### src/sv/utf8_to_utf16_transcoder_macros.svh
// ----------------------------------------------------------------------------
// utf8_to_utf16_transcoder_macros.svh
// Assertion macros shared by the transcoder RTL.
// ----------------------------------------------------------------------------
`ifndef UTF8_TO_UTF16_TRANSCODER_MACROS_SVH
`define UTF8_TO_UTF16_TRANSCODER_MACROS_SVH

`ifndef SYNTHESIS
`define U8U16_ASSERT_IMP(lbl, clk, rst_n, ante, cons) \
    lbl: assert property (@(posedge clk) disable iff (!rst_n) (ante) |-> (cons)) \
        else $error("u8u16 assertion failed");
`define U8U16_ASSERT_NXT(lbl, clk, rst_n, ante, cons) \
    lbl: assert property (@(posedge clk) disable iff (!rst_n) (ante) |=> (cons)) \
        else $error("u8u16 assertion failed");
`else
`define U8U16_ASSERT_IMP(lbl, clk, rst_n, ante, cons)
`define U8U16_ASSERT_NXT(lbl, clk, rst_n, ante, cons)
`endif

`endif

### src/sv/u8u16_pkg.sv
// ----------------------------------------------------------------------------
// u8u16_pkg
// Types and constants of the UTF-8 to UTF-16 transcoder.
// ----------------------------------------------------------------------------
package u8u16_pkg;

    localparam int unsigned CP_W    = 21;
    localparam int unsigned ACC_W   = 31;
    localparam int unsigned UNIT_W  = 16;

    localparam logic [UNIT_W-1:0] HI_SURR   = 16'hD800;
    localparam logic [UNIT_W-1:0] LO_SURR   = 16'hDC00;
    localparam logic [CP_W-1:0]   SUPP_BASE = 21'h10000;

    // Completed code point handed from decoder to emitter.
    typedef struct packed {
        logic            ovr;
        logic [CP_W-1:0] cp;
    } t_event;

endpackage

### src/sv/u8u16_byte_if.sv
// ----------------------------------------------------------------------------
// u8u16_byte_if
// Byte request channel: valid/ready handshake carrying one UTF-8 byte.
// ----------------------------------------------------------------------------
interface u8u16_byte_if;
    logic       valid;
    logic       ready;
    logic [7:0] in_byte;

    modport source (output valid, output in_byte, input ready);
    modport sink   (input valid, input in_byte, output ready);
endinterface

### src/sv/u8u16_unit_if.sv
// ----------------------------------------------------------------------------
// u8u16_unit_if
// Code unit request channel: valid/ready handshake carrying one UTF-16 unit.
// ----------------------------------------------------------------------------
interface u8u16_unit_if;
    logic        valid;
    logic        ready;
    logic [15:0] code_unit;
    logic        last_unit;
    logic        overrange;

    modport source (output valid, output code_unit, output last_unit,
                    output overrange, input ready);
    modport sink   (input valid, input code_unit, input last_unit,
                    input overrange, output ready);
endinterface

### src/sv/u8u16_decoder.sv
// ----------------------------------------------------------------------------
// u8u16_decoder
// Sequence state, byte accumulation and registered code point events.
// ----------------------------------------------------------------------------
`include "utf8_to_utf16_transcoder_macros.svh"

module u8u16_decoder (
    input  logic               i_clk,
    input  logic               i_rst_n,
    u8u16_byte_if.sink         i_byte,
    output logic               o_ev_valid,
    output u8u16_pkg::t_event  o_ev,
    input  logic               i_ev_ready
);

    logic [2:0]                    r_pending, n_pending;
    logic [u8u16_pkg::ACC_W-1:0]   r_accum,   n_accum;
    logic                          r_ev_valid;
    u8u16_pkg::t_event             r_ev;

    logic                          acc;
    logic                          fire;
    logic [u8u16_pkg::ACC_W-1:0]   cp;
    logic [u8u16_pkg::ACC_W-1:0]   shifted;
    logic [7:0]                    b;
    logic [2:0]                    pend_dec;

    assign b            = i_byte.in_byte;
    assign i_byte.ready = !r_ev_valid || i_ev_ready;
    assign acc          = i_byte.valid && i_byte.ready;
    assign shifted      = {r_accum[u8u16_pkg::ACC_W-7:0], b[5:0]};
    assign pend_dec     = r_pending - 3'd1;

    always_comb begin
        n_pending = r_pending;
        n_accum   = r_accum;
        fire      = 1'b0;
        cp        = '0;
        if (r_pending != 3'd0) begin
            n_pending = pend_dec;
            if (pend_dec == 3'd0) begin
                fire    = 1'b1;
                cp      = shifted;
                n_accum = '0;
            end else begin
                n_accum = shifted;
            end
        end else begin
            if (b inside {[8'hFC:8'hFF]}) begin
                n_accum   = {30'd0, b[0]};
                n_pending = 3'd5;
            end else if (b inside {[8'hF8:8'hFB]}) begin
                n_accum   = {29'd0, b[1:0]};
                n_pending = 3'd4;
            end else if (b inside {[8'hF0:8'hF7]}) begin
                n_accum   = {28'd0, b[2:0]};
                n_pending = 3'd3;
            end else if (b inside {[8'hE0:8'hEF]}) begin
                n_accum   = {27'd0, b[3:0]};
                n_pending = 3'd2;
            end else if (b inside {[8'hC0:8'hDF]}) begin
                n_accum   = {26'd0, b[4:0]};
                n_pending = 3'd1;
            end else if (b inside {[8'h80:8'hBF]}) begin
                n_accum   = r_accum;
            end else begin
                fire    = 1'b1;
                cp      = {24'd0, b[6:0]};
                n_accum = '0;
            end
        end
    end

    always_ff @(posedge i_clk) begin
        if (!i_rst_n) begin
            r_pending  <= 3'd0;
            r_accum    <= '0;
            r_ev_valid <= 1'b0;
        end else begin
            if (acc) begin
                r_pending <= n_pending;
                r_accum   <= n_accum;
            end
            if (acc && fire) begin
                r_ev_valid <= 1'b1;
            end else if (i_ev_ready) begin
                r_ev_valid <= 1'b0;
            end
        end
    end

    always_ff @(posedge i_clk) begin
        if (acc && fire) begin
            r_ev.cp  <= cp[u8u16_pkg::CP_W-1:0];
            // above 0x10FFFF
            r_ev.ovr <= (|cp[u8u16_pkg::ACC_W-1:u8u16_pkg::CP_W]) ||
                        (cp[20] && (|cp[19:16]));
        end
    end

    assign o_ev_valid = r_ev_valid;
    assign o_ev       = r_ev;

    `U8U16_ASSERT_IMP(a_pend_range, i_clk, i_rst_n, 1'b1, r_pending <= 3'd5)
    `U8U16_ASSERT_NXT(a_stray_drop, i_clk, i_rst_n,
        acc && r_pending == 3'd0 && b[7:6] == 2'b10,
        r_pending == 3'd0 && !(r_ev_valid && !$past(r_ev_valid)))
    `U8U16_ASSERT_NXT(a_ev_hold, i_clk, i_rst_n,
        r_ev_valid && !i_ev_ready, r_ev_valid && $stable(r_ev))

endmodule

### src/sv/u8u16_emitter.sv
// ----------------------------------------------------------------------------
// u8u16_emitter
// Splits code point events into UTF-16 units; holds the output register, the
// pending low surrogate and a one-event skid register.
// ----------------------------------------------------------------------------
`include "utf8_to_utf16_transcoder_macros.svh"

module u8u16_emitter (
    input  logic               i_clk,
    input  logic               i_rst_n,
    input  logic               i_ev_valid,
    input  u8u16_pkg::t_event  i_ev,
    output logic               o_ev_ready,
    u8u16_unit_if.source       o_unit
);

    logic                           r_out_valid;
    logic [u8u16_pkg::UNIT_W-1:0]   r_unit;
    logic                           r_last;
    logic                           r_ovr;
    logic                           r_low_valid;
    logic [u8u16_pkg::UNIT_W-1:0]   r_low;
    logic                           r_skid_valid;
    u8u16_pkg::t_event              r_skid;

    logic [u8u16_pkg::UNIT_W-1:0]   n_unit;
    logic                           n_last;
    logic                           n_ovr;
    logic                           n_low_valid;
    logic [u8u16_pkg::UNIT_W-1:0]   n_low;

    logic                           out_free;
    logic                           core_ready;
    logic                           sel_valid;
    u8u16_pkg::t_event              sel_ev;
    logic                           load_skid;
    logic                           take;
    logic [u8u16_pkg::CP_W-1:0]     v;

    assign out_free   = !r_out_valid || o_unit.ready;
    assign core_ready = out_free && !r_low_valid;
    assign sel_valid  = r_skid_valid || i_ev_valid;
    assign sel_ev     = r_skid_valid ? r_skid : i_ev;
    assign o_ev_ready = !r_skid_valid || core_ready;
    // event parks in the skid register when the core cannot take it directly
    assign load_skid  = i_ev_valid && o_ev_ready && (r_skid_valid || !core_ready);
    assign take       = sel_valid && core_ready;
    assign v          = sel_ev.cp - u8u16_pkg::SUPP_BASE;

    always_comb begin
        n_unit      = sel_ev.cp[u8u16_pkg::UNIT_W-1:0];
        n_last      = 1'b1;
        n_ovr       = 1'b0;
        n_low_valid = 1'b0;
        n_low       = u8u16_pkg::LO_SURR | {6'd0, v[9:0]};
        if (sel_ev.ovr) begin
            n_unit = '0;
            n_ovr  = 1'b1;
        end else if (|sel_ev.cp[20:16]) begin
            n_unit      = u8u16_pkg::HI_SURR | {6'd0, v[19:10]};
            n_last      = 1'b0;
            n_low_valid = 1'b1;
        end
    end

    always_ff @(posedge i_clk) begin
        if (!i_rst_n) begin
            r_out_valid <= 1'b0;
            r_low_valid <= 1'b0;
        end else if (out_free) begin
            if (r_low_valid) begin
                r_out_valid <= 1'b1;
                r_low_valid <= 1'b0;
            end else if (sel_valid) begin
                r_out_valid <= 1'b1;
                r_low_valid <= n_low_valid;
            end else begin
                r_out_valid <= 1'b0;
            end
        end
    end

    always_ff @(posedge i_clk) begin
        if (!i_rst_n) begin
            r_skid_valid <= 1'b0;
        end else if (load_skid) begin
            r_skid_valid <= 1'b1;
        end else if (core_ready) begin
            r_skid_valid <= 1'b0;
        end
    end

    always_ff @(posedge i_clk) begin
        if (load_skid) begin
            r_skid <= i_ev;
        end
    end

    always_ff @(posedge i_clk) begin
        if (out_free && r_low_valid) begin
            r_unit <= r_low;
            r_last <= 1'b1;
            r_ovr  <= 1'b0;
        end else if (take) begin
            r_unit <= n_unit;
            r_last <= n_last;
            r_ovr  <= n_ovr;
            r_low  <= n_low;
        end
    end

    assign o_unit.valid     = r_out_valid;
    assign o_unit.code_unit = r_unit;
    assign o_unit.last_unit = r_last;
    assign o_unit.overrange = r_ovr;

    // low half waits only behind its high half
    `U8U16_ASSERT_IMP(a_low_behind_high, i_clk, i_rst_n, r_low_valid,
        r_out_valid && !r_last)
    `U8U16_ASSERT_IMP(a_high_has_low, i_clk, i_rst_n, r_out_valid && !r_last,
        r_low_valid)
    `U8U16_ASSERT_IMP(a_ovr_zero, i_clk, i_rst_n, r_out_valid && r_ovr,
        r_unit == '0 && r_last)

endmodule

### src/sv/utf8_to_utf16_transcoder.sv
// ----------------------------------------------------------------------------
// utf8_to_utf16_transcoder
// Streaming UTF-8 to UTF-16 transcoder, one byte in, one UTF-16 unit out.
// ----------------------------------------------------------------------------
// Accepts one UTF-8 byte per cycle on i_byte and delivers UTF-16 code units on
// o_unit. A byte that completes a code point passes through the decoder's event
// register and the emitter's output register to o_unit, and also through the
// emitter's skid register when it queues behind the low half of a surrogate
// pair; lead bytes, continuations short of the end and stray continuation bytes
// give no unit. A code point above 0xFFFF gives a high and a low surrogate,
// which occupy the output register one after the other; a one-event skid
// register in the emitter absorbs the extra unit, so the input keeps taking
// one byte per cycle and stalls only under output back pressure. Code points
// above 0x10FFFF give one unit of value zero with overrange set. Overlong forms
// and surrogate code points pass unchecked; a partial sequence stays pending
// until more bytes arrive or reset.
// ----------------------------------------------------------------------------
module utf8_to_utf16_transcoder (
    input  logic          i_clk,
    input  logic          i_rst_n,
    u8u16_byte_if.sink    i_byte,
    u8u16_unit_if.source  o_unit
);

    logic               ev_valid;
    logic               ev_ready;
    u8u16_pkg::t_event  ev;

    u8u16_decoder u_decoder (
        .i_clk      (i_clk),
        .i_rst_n    (i_rst_n),
        .i_byte     (i_byte),
        .o_ev_valid (ev_valid),
        .o_ev       (ev),
        .i_ev_ready (ev_ready)
    );

    u8u16_emitter u_emitter (
        .i_clk      (i_clk),
        .i_rst_n    (i_rst_n),
        .i_ev_valid (ev_valid),
        .i_ev       (ev),
        .o_ev_ready (ev_ready),
        .o_unit     (o_unit)
    );

endmodule
### src/flat_wrapper.sv
// flat-port wrapper written by rule: the top's interface ports become plain ports
module utf8_to_utf16_transcoder_flat 
  (i_clk, i_rst_n, i_byte_valid, i_byte_in_byte, i_byte_ready, o_unit_valid, o_unit_code_unit, o_unit_last_unit, o_unit_overrange, o_unit_ready);
  u8u16_byte_if i_byte_i ();
  u8u16_unit_if o_unit_i ();
  input  logic i_clk;
  input  logic i_rst_n;
  input wire logic [$bits(i_byte_i.valid)-1:0] i_byte_valid;
  input wire logic [$bits(i_byte_i.in_byte)-1:0] i_byte_in_byte;
  output wire logic [$bits(i_byte_i.ready)-1:0] i_byte_ready;
  output wire logic [$bits(o_unit_i.valid)-1:0] o_unit_valid;
  output wire logic [$bits(o_unit_i.code_unit)-1:0] o_unit_code_unit;
  output wire logic [$bits(o_unit_i.last_unit)-1:0] o_unit_last_unit;
  output wire logic [$bits(o_unit_i.overrange)-1:0] o_unit_overrange;
  input wire logic [$bits(o_unit_i.ready)-1:0] o_unit_ready;
  assign i_byte_i.valid = i_byte_valid;
  assign i_byte_i.in_byte = i_byte_in_byte;
  assign i_byte_ready = i_byte_i.ready;
  assign o_unit_valid = o_unit_i.valid;
  assign o_unit_code_unit = o_unit_i.code_unit;
  assign o_unit_last_unit = o_unit_i.last_unit;
  assign o_unit_overrange = o_unit_i.overrange;
  assign o_unit_i.ready = o_unit_ready;
  utf8_to_utf16_transcoder u_core (.i_clk(i_clk), .i_rst_n(i_rst_n), .i_byte(i_byte_i), .o_unit(o_unit_i));
endmodule
### config.mk
export PLATFORM = sky130hd
export DESIGN_NAME = utf8_to_utf16_transcoder_flat
export DESIGN_NICKNAME = d
export VERILOG_FILES = /design/src/sv/u8u16_pkg.sv /design/src/sv/u8u16_byte_if.sv /design/src/sv/u8u16_unit_if.sv /design/src/sv/u8u16_decoder.sv /design/src/sv/u8u16_emitter.sv /design/src/sv/utf8_to_utf16_transcoder.sv /design/src/flat_wrapper.sv
export VERILOG_INCLUDE_DIRS = /design/src /design/src/sv
export SDC_FILE = /design/constraint.sdc
export NUM_CORES = 1
export LEC_CHECK = 0
export BUFFER_PORTS_ARGS = -buffer_cell sky130_fd_sc_hd__buf_2
export CORE_MARGIN = 5
export CORE_UTILIZATION = 44
export DETAILED_ROUTE_END_ITERATION = 10
export GPL_ROUTABILITY_DRIVEN = 1
export PLACE_DENSITY_LB_ADDON = 0.08
export REMOVE_ABC_BUFFERS = 1
export SETUP_SLACK_MARGIN = 0.3
export SYNTH_ARGS = -nofsm -noshare
export SYNTH_HDL_FRONTEND = slang
export SYNTH_SLANG_ARGS = --single-unit
### constraint.sdc
create_clock -name i_clk -period 2.7 [get_ports i_clk]
set_clock_uncertainty 0.05 [all_clocks]
set_input_delay 0.135 -clock i_clk [delete_from_list [all_inputs] [get_ports i_clk]]
set_output_delay 0.135 -clock i_clk [all_outputs]
set_load 0.05 [all_outputs]
# Yosys cells after proc, flatten, opt, wreduce, memory -nomap -nowiden
# Cells that the tools add are included.
[totals]
ff_bits = 104
latch_bits = 0
mem_bits_rw = 0
romBits = 0
output_inout_bits = 20
elab_cells = 116
mem_count = 0
[classes]
addsub = 2
mul = 0
n_div = 0
order_cmp = 12
n_eq_ne = 1
n_shift = 0
mux = 48
bitwise = 1
n_reduce_logical = 37
[ops]
columns = ["cell", "n"]
rows = [
  ["2-to-1 mux 25 bit", 8],
  ["2-to-1 mux 31 bit", 2],
  [">= comparator 8 bit, second input constant", 6],
  ["<= comparator 8 bit, second input constant", 6],
  ["2-to-1 mux 16 bit", 3],
  ["2-to-1 mux 7 bit", 6],
  ["2-to-1 mux 22 bit", 1],
  ["2-to-1 mux 1 bit", 21],
  ["subtractor 20 x 17 -> 20 bit, second input constant", 1],
  ["2-to-1 mux 3 bit", 6],
  ["logical AND 1 bit", 14],
  ["2-to-1 mux 10 bit", 1],
  ["OR reduction 10 bit", 1],
  ["!= test 7 bit, second input constant", 1],
  ["logical OR 1 bit", 6],
  ["AND reduction 2 bit", 3],
  ["nonzero test 2 bit", 3],
  ["nonzero test 6 bit", 1],
  ["logical NOT 1 bit", 5],
  ["OR reduction 5 bit", 1],
  ["OR reduction 4 bit", 1],
  ["logical NOT 3 bit", 1],
  ["nonzero test 3 bit", 1],
  ["subtractor 3 x 1 -> 3 bit, second input constant", 1],
  ["inverter 1 bit", 1],
]

# Logic depth before layout (Yosys ltp)
# Gate-level depths: netlist of run 1.
[depth]
depth_word = 12
depth_mapped = 9
mapped_depth_nobuf = 7

# Modules after synthesis
# Synthesis of run 1 repeated with hierarchy kept, for this count alone.
[unflattened]
hier_cells = 331
hier_area_um2 = 4426.7
[modules_own_cells]
columns = ["mod", "instances", "cells_each", "area_per_inst_um2", "seq_area_each_um2"]
rows = [
  ["u8u16_emitter", 1, 157, 2361.0, 1541.5],
  ["u8u16_decoder", 1, 174, 2065.7, 1241.2],
]

# Worst setup path before layout of run 1
# No wires, ideal clock.
[synth_timing]
path_kind = "register to register"
start = "register u_core.u_decoder.r_pending[0]"
end = "register u_core.u_decoder.r_ev (netlist bit u_core.u_decoder.o_ev[0]), enable pin"
arrival_ns = 2.438
setup_slack_ns = -0.188
path_stages_with_launch = 7
n_path_buf = 0
period_less_slack_ns = 2.888
cell_sequence = "dfxtp_1 inv_1 ha_1 or3_1 a21boi_2 nor2_1 nor2_1"
[synth_between]
elab_chain_cells = 5
word_cells_on_any_way = 6
[synth_rtl]
columns = ["item", "line", "rtl"]
rows = [
  ["start, declared", "u8u16_decoder.sv:16", "logic [2:0] r_pending, n_pending;"],
  ["start signal, assigned", "u8u16_decoder.sv:81", "r_pending <= n_pending;"],
  ["subtractor 3 x 1 -> 3 bit", "u8u16_decoder.sv:32", "assign pend_dec = r_pending - 3'd1;"],
  ["logical NOT 3 bit", "u8u16_decoder.sv:41", "if (pend_dec == 3'd0) begin"],
  ["2-to-1 mux 1 bit", "u8u16_decoder.sv:41", ""],
  ["2-to-1 mux 1 bit (*)", "u8u16_decoder.sv:39", "if (r_pending != 3'd0) begin"],
  ["logical AND 1 bit (*)", "u8u16_decoder.sv:93", "if (acc && fire) begin"],
  ["end, declared", "u8u16_decoder.sv:19", "u8u16_pkg::t_event r_ev;"],
]
# Every way passes the cells marked *; elsewhere a longest branch is shown, timed or not.
# A chain may end at the register's enable or synchronous reset.

# Worst setup path after layout of run 1
[layout_timing]
start = "register u_core.u_decoder.r_pending[0]"
end = "register u_core.u_decoder.r_ev (netlist bit u_core.u_decoder.o_ev[10]), enable pin"
# Same word-level chain as after synthesis.

==> impl_metrics.toml, run 1 <==
[placement]
numPlacedInstances = 509
dpl_cell_area_um2 = 4750
gp_congestion = 0.769
hpwl_um = 5610
portBuffers = 31
post-place-ws_ns = 0.187

[critical_path]
cp.required_ns = 2.69
cp_max_fo = 22
arrival_ns = 2.19
crit_type = "flop to flop"
critPathCaptureType = "flop"
worstSetupStartpointType = "flop"

[global_route]
antenna_found_initial = 0
grt_max_degree = 34
grt_pass1_wl_um = 13100
use_met1_pct = 17.6
grt_overflow = 0
use_met2_pct = 20.1
grt.met3_usage_pct = 3.44
grt_usage_pct = 13.0
grt_pass1_vias = 2597
busiest_layer = "met2"

[clocking]
cts_sinks = 104
h-tree-depth = 3
clkLatencyLatePin_ns = 0.36
tritoncts = "built"
post_cts.repair.setup_buffers = 0
cts.hold.buffers_added = 0
cts_buffer_depth = 2
clk_pin_slew_ns = 0.10
cts-root-buf = "clkbuf_8"
cts_made_buffers = 9

[drt]
drt_iter0_markers = 114
wl_um = 8030
dr.pass1.iters = 4
ant_nets = 0
avgRoutedWirePerCell_um = 15.3
viasPerCell = 5.06
remaining_drc_errors = 0
vias = 2664

[run_status]
status = "completed"

[flow_run]
drv_cap = 0

[power]
ir_worst_vdd_mv = 0.473
p_leak_nw = 1.78
powerDensity_nw_per_um2 = 882
finalPower_w = 0.00441

[finish]
regArea_um2 = 2780
synthToLayoutAreaGrowth_pct = 11.8
layout_commonest_cell = "edfxtp_1"
final_util_pct = 50.7
final_cell_mix = "edfxtp_1, dfxtp_1, buf_2"
final_area_um2 = 5000
stdcell_count = 526
n_antenna_cell = 0
nets = 405
multi_input_comb_area_um2 = 1570
drive_above_1_share_pct = 21.4
nFillCells = 883

[synthesis]
netlist_instances = 349
synth_edf_count = 70
yosysWarnings = 0
seq_area_frac_synth_pct = 62.2
syn_area_um2 = 4470
synth_ff_type = "edfxtp_1"
synth.distinct_cells = 51
synth_seq_cells = 104
syn_avg_cell_area_um2 = 12.8
synthArstFlopShare_pct = 0

[sta]
max_freq_mhz = 455
rsz0062_at_grt = "false"
maxSlewHeadroom_pct = 55.2
finalCriticalPeriod_ns = 2.20
tightest_slew_ns = 0.669
post-route-worst-setup-slack_ns = 0.500
setup_viol = 0
hold_viol_final = 0
maxSlewViolCount = 0
fin_crit_sh_pct = 81.5

[floorplan]
rows = 36
die_area_um2 = 12300
die_w_um = 111
num_io_pins = 32
core_um2 = 9860
die_h_um = 111
start_util_pct = 45.3

[worst_hold_path]
hold_path.class = "input port to flop"
cell usage after synthesis (3+ instances only):
cell type | instances | area (µm²)
and2b_1 | 4 | 30.0
and2_1 | 15 | 93.8
buf_4 | 3 | 22.5
nand2_1 | 28 | 105
ha_1 | 5 | 62.6
buf_2 | 4 | 20.0
nor3_1 | 3 | 15.0
a22o_1 | 3 | 26.3
inv_1 | 4 | 15.0
a21boi_2 | 3 | 33.8
a22oi_1 | 20 | 150
edfxtp_1 | 70 | 2100
mux2_2 | 15 | 169
nor2b_1 | 28 | 175
mux2i_1 | 14 | 140
dfxtp_1 | 34 | 681
nand3_1 | 8 | 40.0
o21ai_1 | 3 | 15.0
o21ai_0 | 19 | 95.1
a21oi_1 | 8 | 40.0
clkbuf_1 | 3 | 11.3
a21boi_0 | 3 | 22.5
nor2_1 | 14 | 52.6
critical path: stages (launching register included):
cell and delay (ns):
dfxtp_1 0.36, inv_1 0.08, ha_1 0.29, or3_1 0.39, a21boi_2 0.17, nor2_1 0.12
nor2_1 0.11, buf_4 0.29
kinds of logic after synthesis:
family / count (synthesis) / share of synthesized area, %
muxes: 29 / 6.91
adders and majority gates: 5 / 1.40
AOI/OAI and AO/OA: 75 / 11.7
buffers and inverters: 19 / 3.11
DFF: 104 / 62.2
xor gates and xnor gates: 2 / 0.392
and+or+nand+nor: 115 / 14.2
per-stage QoR:
step           TNS, ns  hold slack [ns]
2_1_floorplan    -6.72            0.213
3_3_place_gp         0            0.387
3_5_place_dp         0            0.395
4_1_cts              0           0.0189
5_1_grt              0           0.0263
6_report             0           0.0322
layer usage:
| layer | part of all wire, % | vias to the layer above | routed length (µm) |
|---|---|---|---|
| li1 | - | 1363 | - |
| met1 | 49 | 1235 | 3910 |
| met2 | 46 | 55 | 3660 |
| met3 | 4.3 | 11 | 344 |
| met4 | 1.5 | 0 | 119 |
| met5 | 0 | - | 0 |
flip-flops by register name, summed over array words and instances, names as in the netlist:
signal                             flops
u_core.u_decoder.r_accum              25
u_core.u_decoder.o_ev                 22
u_core.u_emitter.r_skid               22
u_core.u_emitter.o_unit.code_unit     16
u_core.u_emitter.r_low                10
u_core.u_decoder.r_pending             3
u_core.u_decoder.o_ev_valid            1
u_core.u_emitter.o_unit.last_unit      1
u_core.u_emitter.o_unit.overrange      1
u_core.u_emitter.o_unit.valid          1
u_core.u_emitter.r_low_valid           1
u_core.u_emitter.r_skid_valid          1
power breakdown:
part,switching (W),internal (W),total [W],leakage [nW]
clock,0.000540,0.000496,0.00104,0.114
sequential,0.000114,0.00202,0.00214,0.929
combinational,0.000794,0.000442,0.00124,0.741
total,0.00145,0.00296,0.00441,1.78
area by class of cell:
class | count | share of cell area (%)
Clock inverter | 6 | 1.45
Tap cell | 133 | 3.33
Timing Repair Buffer | 42 | 4.76
Multi-Input combinational cell | 227 | 31.5
Inverter | 4 | 0.300
Sequential cell | 104 | 55.7
Clock buffer | 10 | 2.98
path summary, 6_finish.rpt:
kind | start | endpoint | slack, ns | depth (start not counted)
worst min register to register | u_core.u_decoder.o_ev[8]$_SDFFCE_PN0P_ | u_core.u_emitter.r_skid[8]$_DFFE_PP_ | 0.41 | 0
worst min-delay path | i_byte_in_byte[0] | u_core.u_decoder.r_accum[0]$_SDFFE_PN0P_ | 0.03 | 3
worst max register to register | u_core.u_decoder.r_pending[0]$_SDFFE_PN0P_ | u_core.u_decoder.o_ev[10]$_SDFFCE_PN0P_ | 0.50 | 7
worst max-delay path | u_core.u_decoder.r_pending[0]$_SDFFE_PN0P_ | u_core.u_decoder.o_ev[10]$_SDFFCE_PN0P_ | 0.50 | 7
timing repair:
item | in CTS | in global routing
cloned | 0 | 1
resized for setup | 1 | 2
endpoints found under the setup margin | 20 | 33
Note: power is estimated with default switching activity, not from simulation.
==> inputs of run 2 (changes only) <==
==> constraint.sdc (replaced) <==
create_clock -name i_clk -period 2.22 [get_ports i_clk]
set_clock_uncertainty 0.05 [all_clocks]
set_input_delay 0.111 -clock i_clk [delete_from_list [all_inputs] [get_ports i_clk]]
set_output_delay 0.111 -clock i_clk [all_outputs]
set_load 0.05 [all_outputs]
==> run 2 against run 1 <==
  * Sequential cell count is the same
  * Cell area increased by 6.7%
  * Utilization up 3.4 points
  * Worst setup slack got worse by 0.25 ns
  * Fmax grew 12%
  * First-iteration DRC count shrank 49%
  * Largest cell class unchanged
  * Largest power group unchanged
==> impl_metrics.toml, run 2 (synthesis gave the netlist of run 1 again) <==
[floorplan]
die_w_um = 111
num_io_pins = 32
start_util_pct = 45.3
core_um2 = 9860
die_h_um = 111
rows = 36
die_area_um2 = 12300

[drt]
viasPerCell = 5.23
wl_um = 8650
ant_nets = 0
drt_iter0_markers = 58
dr.pass1.iters = 4
avgRoutedWirePerCell_um = 15.9
vias = 2850
remaining_drc_errors = 0

[placement]
dpl_cell_area_um2 = 4810
portBuffers = 31
hpwl_um = 5800
post-place-ws_ns = 0.131
gp_congestion = 0.811

[clocking]
tritoncts = "built"
cts-root-buf = "clkbuf_8"
cts_buffer_depth = 2
clk_pin_slew_ns = 0.10
h-tree-depth = 3
clkLatencyLatePin_ns = 0.36
cts_made_buffers = 9
cts_sinks = 104

[finish]
largest_register = "u_core.u_decoder.r_accum"
layout_commonest_cell = "edfxtp_1"
n_antenna_cell = 0
drive_above_1_share_pct = 28.4
synthToLayoutAreaGrowth_pct = 19.3
largest_register_ffs = 25
final_cell_mix = "edfxtp_1, buf_2, dfxtp_1"
nets = 424
final_area_um2 = 5330

[critical_path]
cp.required_ns = 2.26
cpPeakStageDelay_ns = 0.36
critPathCaptureType = "flop"
crit_type = "flop to flop"
crit_chain = "inv_4, ha_2, or3_4, a21boi_4, nor2_4, nor2_4, buf_6, clkbuf_16"
crit_buf_inv = 3
arrival_ns = 2.01
crit_family = "simple AND/OR/NAND/NOR gates"
cp_slowest_cell = "dfxtp_2"
worstSetupStartpointType = "flop"
path_common_cell = "nor2_4"
cp_max_fo = 5

[worst_hold_path]
hold_path.class = "input port to flop"

[sta]
fin_crit_sh_pct = 88.7
rsz0062_at_grt = "true"
fin_hold_ws_ns = 0.0203
finalCriticalPeriod_ns = 1.97
post-route-worst-setup-slack_ns = 0.250
hold_viol_final = 0
setup_viol = 0
max_freq_mhz = 508
maxSlewHeadroom_pct = 54.4
maxSlewViolCount = 0
tightest_slew_ns = 0.682

[global_route]
antenna_found_initial = 0
grt_usage_pct = 14.0
grt_pass1_wl_um = 14000
grt_max_degree = 34
grt_overflow = 0
grt_pass1_vias = 2780

[power]
finalPower_w = 0.00582
p_leak_nw = 1.93
powerDensity_nw_per_um2 = 1090
ir_worst_vdd_mv = 0.518

[run_status]
status = "completed"

[flow_run]
drv_cap = 0
-- run 2: cell count changes in the layout (fill, tap and decap cells not counted), sizes merged --
cell,change
inv,+1
dlygate4sd3,+1
clkinv,-2
clkbuf,+3
buf,+17
nor3b,-1
-- run 2: area by class of cell --
| class | count | area (µm²) |
|---|---|---|
| tap | 133 | 166 |
| inverter | 4 | 20.0 |
| sequential | 104 | 2790 |
| multi-input combinational | 226 | 1630 |
| fill | 874 | 4530 |
| clock buffer | 11 | 141 |
| clock inverter | 5 | 62.6 |
| timing repair buffer | 62 | 522 |
-- run 2: path summary, 6_finish.rpt --
kind / from / endpoint / slack (ns) / depth (start not counted)
setup / recovery: u_core.u_decoder.r_pending[0]$_SDFFE_PN0P_ / u_core.u_decoder.o_ev[6]$_DFFE_PP_ / 0.25 / 8
hold / removal: i_byte_in_byte[0] / u_core.u_decoder.o_ev[0]$_DFFE_PP_ / 0.02 / 2
setup reg to reg: u_core.u_decoder.r_pending[0]$_SDFFE_PN0P_ / u_core.u_decoder.o_ev[6]$_DFFE_PP_ / 0.25 / 8
hold reg to reg: u_core.u_decoder.o_ev[0]$_DFFE_PP_ / u_core.u_emitter.r_skid[0]$_DFFE_PP_ / 0.42 / 0
-- run 2: through the flow --
stage | cells | setup TNS [ns] | utilization (%)
6_report | 545 | 0 | 54.0
4_1_cts | 537 | 0 | 52.2
3_3_place_gp | 513 | 0 | 48.7
5_1_grt | 545 | 0 | 54.0
2_1_floorplan | 334 | -28.12 | -
3_5_place_dp | 513 | 0 | 48.7
-- run 2: power breakdown --
group,switching [W],internal [W],total [W]
registers,0.000148,0.00246,0.00261
logic,0.00110,0.000895,0.00200
clock network,0.000652,0.000565,0.00122
total,0.00190,0.00392,0.00582
-- run 2: metal layers --
| metal | vias to the layer above | GRT usage, % | share of wire, % |
|---|---|---|---|
| li1 | 1406 | - | - |
| met1 | 1359 | 18.2 | 46 |
| met2 | 74 | 22.7 | 48 |
| met3 | 11 | 2.73 | 4.1 |
| met4 | 0 | 5.75 | 1.5 |
| met5 | - | 0 | 0 |
-- run 2: timing repair --
item | 4_1_cts | 5_1_grt
setup endpoints to repair | 79 | 63
setup buffers | 6 | 4
pin swaps | 6 | 7
hold buffers | 1 | 0
hold endpoints to repair | 1 | 0
gates resized for setup | 15 | 25
gates cloned | 1 | 4
==> inputs of run 3 (changes only) <==
--- a/config.mk
+++ b/config.mk
@@ -9,6 +9,7 @@
 export BUFFER_PORTS_ARGS = -buffer_cell sky130_fd_sc_hd__buf_2
 export CORE_MARGIN = 5
 export CORE_UTILIZATION = 44
+export CTS_BUF_LIST = sky130_fd_sc_hd__clkbuf_8
 export DETAILED_ROUTE_END_ITERATION = 10
 export GPL_ROUTABILITY_DRIVEN = 1
 export PLACE_DENSITY_LB_ADDON = 0.08
==> run 3 against run 2 <==
  * Via count decreased by 0.28%
  * Highest routed layer unchanged
  * Critical path type unchanged
  * Total power about the same
  * First-iteration DRC count unchanged
==> impl_metrics.toml, run 3 (synthesis gave the netlist of run 1 again) <==
[sta]
tightest_slew_ns = 0.681
finalCriticalPeriod_ns = 1.97
maxSlewViolCount = 0
hold_viol_final = 0
post-route-worst-setup-slack_ns = 0.251
maxSlewHeadroom_pct = 54.4
fin_hold_ws_ns = 0.0203
setup_viol = 0
fin_crit_sh_pct = 88.7
rsz0062_at_grt = "true"
max_freq_mhz = 508

[drt]
remaining_drc_errors = 0
avgRoutedWirePerCell_um = 15.8
drt_iter0_markers = 58
wl_um = 8640
vias = 2842
dr.pass1.iters = 4
ant_nets = 0
viasPerCell = 5.21

[critical_path]
cp_slowest_cell = "dfxtp_2"
cp-startpoint = "u_core.u_decoder.r_pending[0]$_SDFFE_PN0P_"
cpPeakStageDelay_ns = 0.36
crit_chain = "inv_4, ha_2, or3_4, a21boi_4, nor2_4, nor2_4, buf_6, clkbuf_16"
critPathCaptureType = "flop"
crit_buf_inv = 3
r2r_start = "u_core.u_decoder.r_pending[0]$_SDFFE_PN0P_"
cp.required_ns = 2.26
crit_family = "simple AND/OR/NAND/NOR gates"
path_common_cell = "nor2_4"
worstSetupStartpointType = "flop"
crit_type = "flop to flop"
arrival_ns = 2.01
cp_max_fo = 5

[placement]
post-place-ws_ns = 0.131
hpwl_um = 5800
gp_congestion = 0.811
portBuffers = 31

[floorplan]
start_util_pct = 45.3
die_h_um = 111
core_um2 = 9860
die_area_um2 = 12300
die_w_um = 111
num_io_pins = 32
rows = 36

[finish]
n_antenna_cell = 0
largest_register_ffs = 25
drive_above_1_share_pct = 28.4
layout_commonest_cell = "edfxtp_1"
regArea_um2 = 2790
multi_input_comb_area_um2 = 1630
final_cell_mix = "edfxtp_1, buf_2, dfxtp_1"
nets = 424
nFillCells = 874
largest_register = "u_core.u_decoder.r_accum"
synthToLayoutAreaGrowth_pct = 19.3

[clocking]
clkLatencyLatePin_ns = 0.36
cts-root-buf = "clkbuf_8"
cts_made_buffers = 9
h-tree-depth = 3
cts_buffer_depth = 2
clk_pin_slew_ns = 0.10
tritoncts = "built"
cts_sinks = 104

[power]
powerDensity_nw_per_um2 = 1090
ir_worst_vdd_mv = 0.518
p_leak_nw = 1.93

[run_status]
status = "completed"

[global_route]
grt_max_degree = 34
grt_pass1_wl_um = 14000
grt_usage_pct = 14.0
grt_overflow = 0
grt_pass1_vias = 2780
antenna_found_initial = 0

[worst_hold_path]
hp-start = "i_byte_in_byte[0]"
hold_path.class = "input port to flop"

[flow_run]
drv_cap = 0
[run 3: changes by cell type in the layout (fill, tap and decap cells not counted)]
cell      previous run  this run
clkbuf_1             1         0
inv_1                2         3
[run 3: final cells by class]
class                      instances  share of cell area [%]
sequential                       104                    52.3
multi-input combinational        226                    30.6
timing repair buffer              62                    9.79
tap                              133                    3.12
clock buffer                      10                    2.58
clock inverter                     6                    1.24
inverter                           4                   0.375
[run 3: timing repair]
item / 4_1_cts / 5_1_grt
hold buffers: 1 / 0
setup endpoints to repair: 79 / 63
hold endpoints to repair: 1 / 0
cloned: 1 / 4
gates resized for setup: 15 / 25
pin swaps: 6 / 7
setup buffers: 6 / 4
[run 3: power breakdown]
group          total [W]  internal, W  switching (W)  leakage [nW]
clock            0.00121     0.000560       0.000652         0.109
sequential       0.00261      0.00246       0.000148         0.930
combinational    0.00200     0.000895        0.00110         0.894
total            0.00582      0.00392        0.00190          1.93
[run 3: per-stage QoR]
stage                     cell area, µm²  total power (W)  setup TNS [ns]  cells  util, %
after floorplan                     4350          0.00369          -28.12    334        -
after global placement              4810          0.00416               0    513     48.7
after detailed placement            4810          0.00418               0    513     48.7
after CTS                           5150          0.00559               0    537     52.2
after global routing                5330          0.00613               0    545     54.0
final                               5330          0.00582               0    545     54.0
[run 3: final timing paths]
| kind | to | slack [ns] | depth (start not counted) |
|---|---|---|---|
| setup / recovery | u_core.u_decoder.o_ev[6]$_DFFE_PP_ | 0.25 | 8 |
| hold / removal | u_core.u_decoder.o_ev[0]$_DFFE_PP_ | 0.02 | 2 |
| setup reg to reg | u_core.u_decoder.o_ev[6]$_DFFE_PP_ | 0.25 | 8 |
| hold reg to reg | u_core.u_emitter.r_skid[0]$_DFFE_PP_ | 0.42 | 0 |
[run 3: metal layers]
layer	vias to the layer above	wire, µm	global-route usage [%]
li1	1406	-	-
met1	1359	3990	18.2
met2	66	4170	22.7
met3	11	336	2.73
met4	0	133	5.75
met5	-	0	0
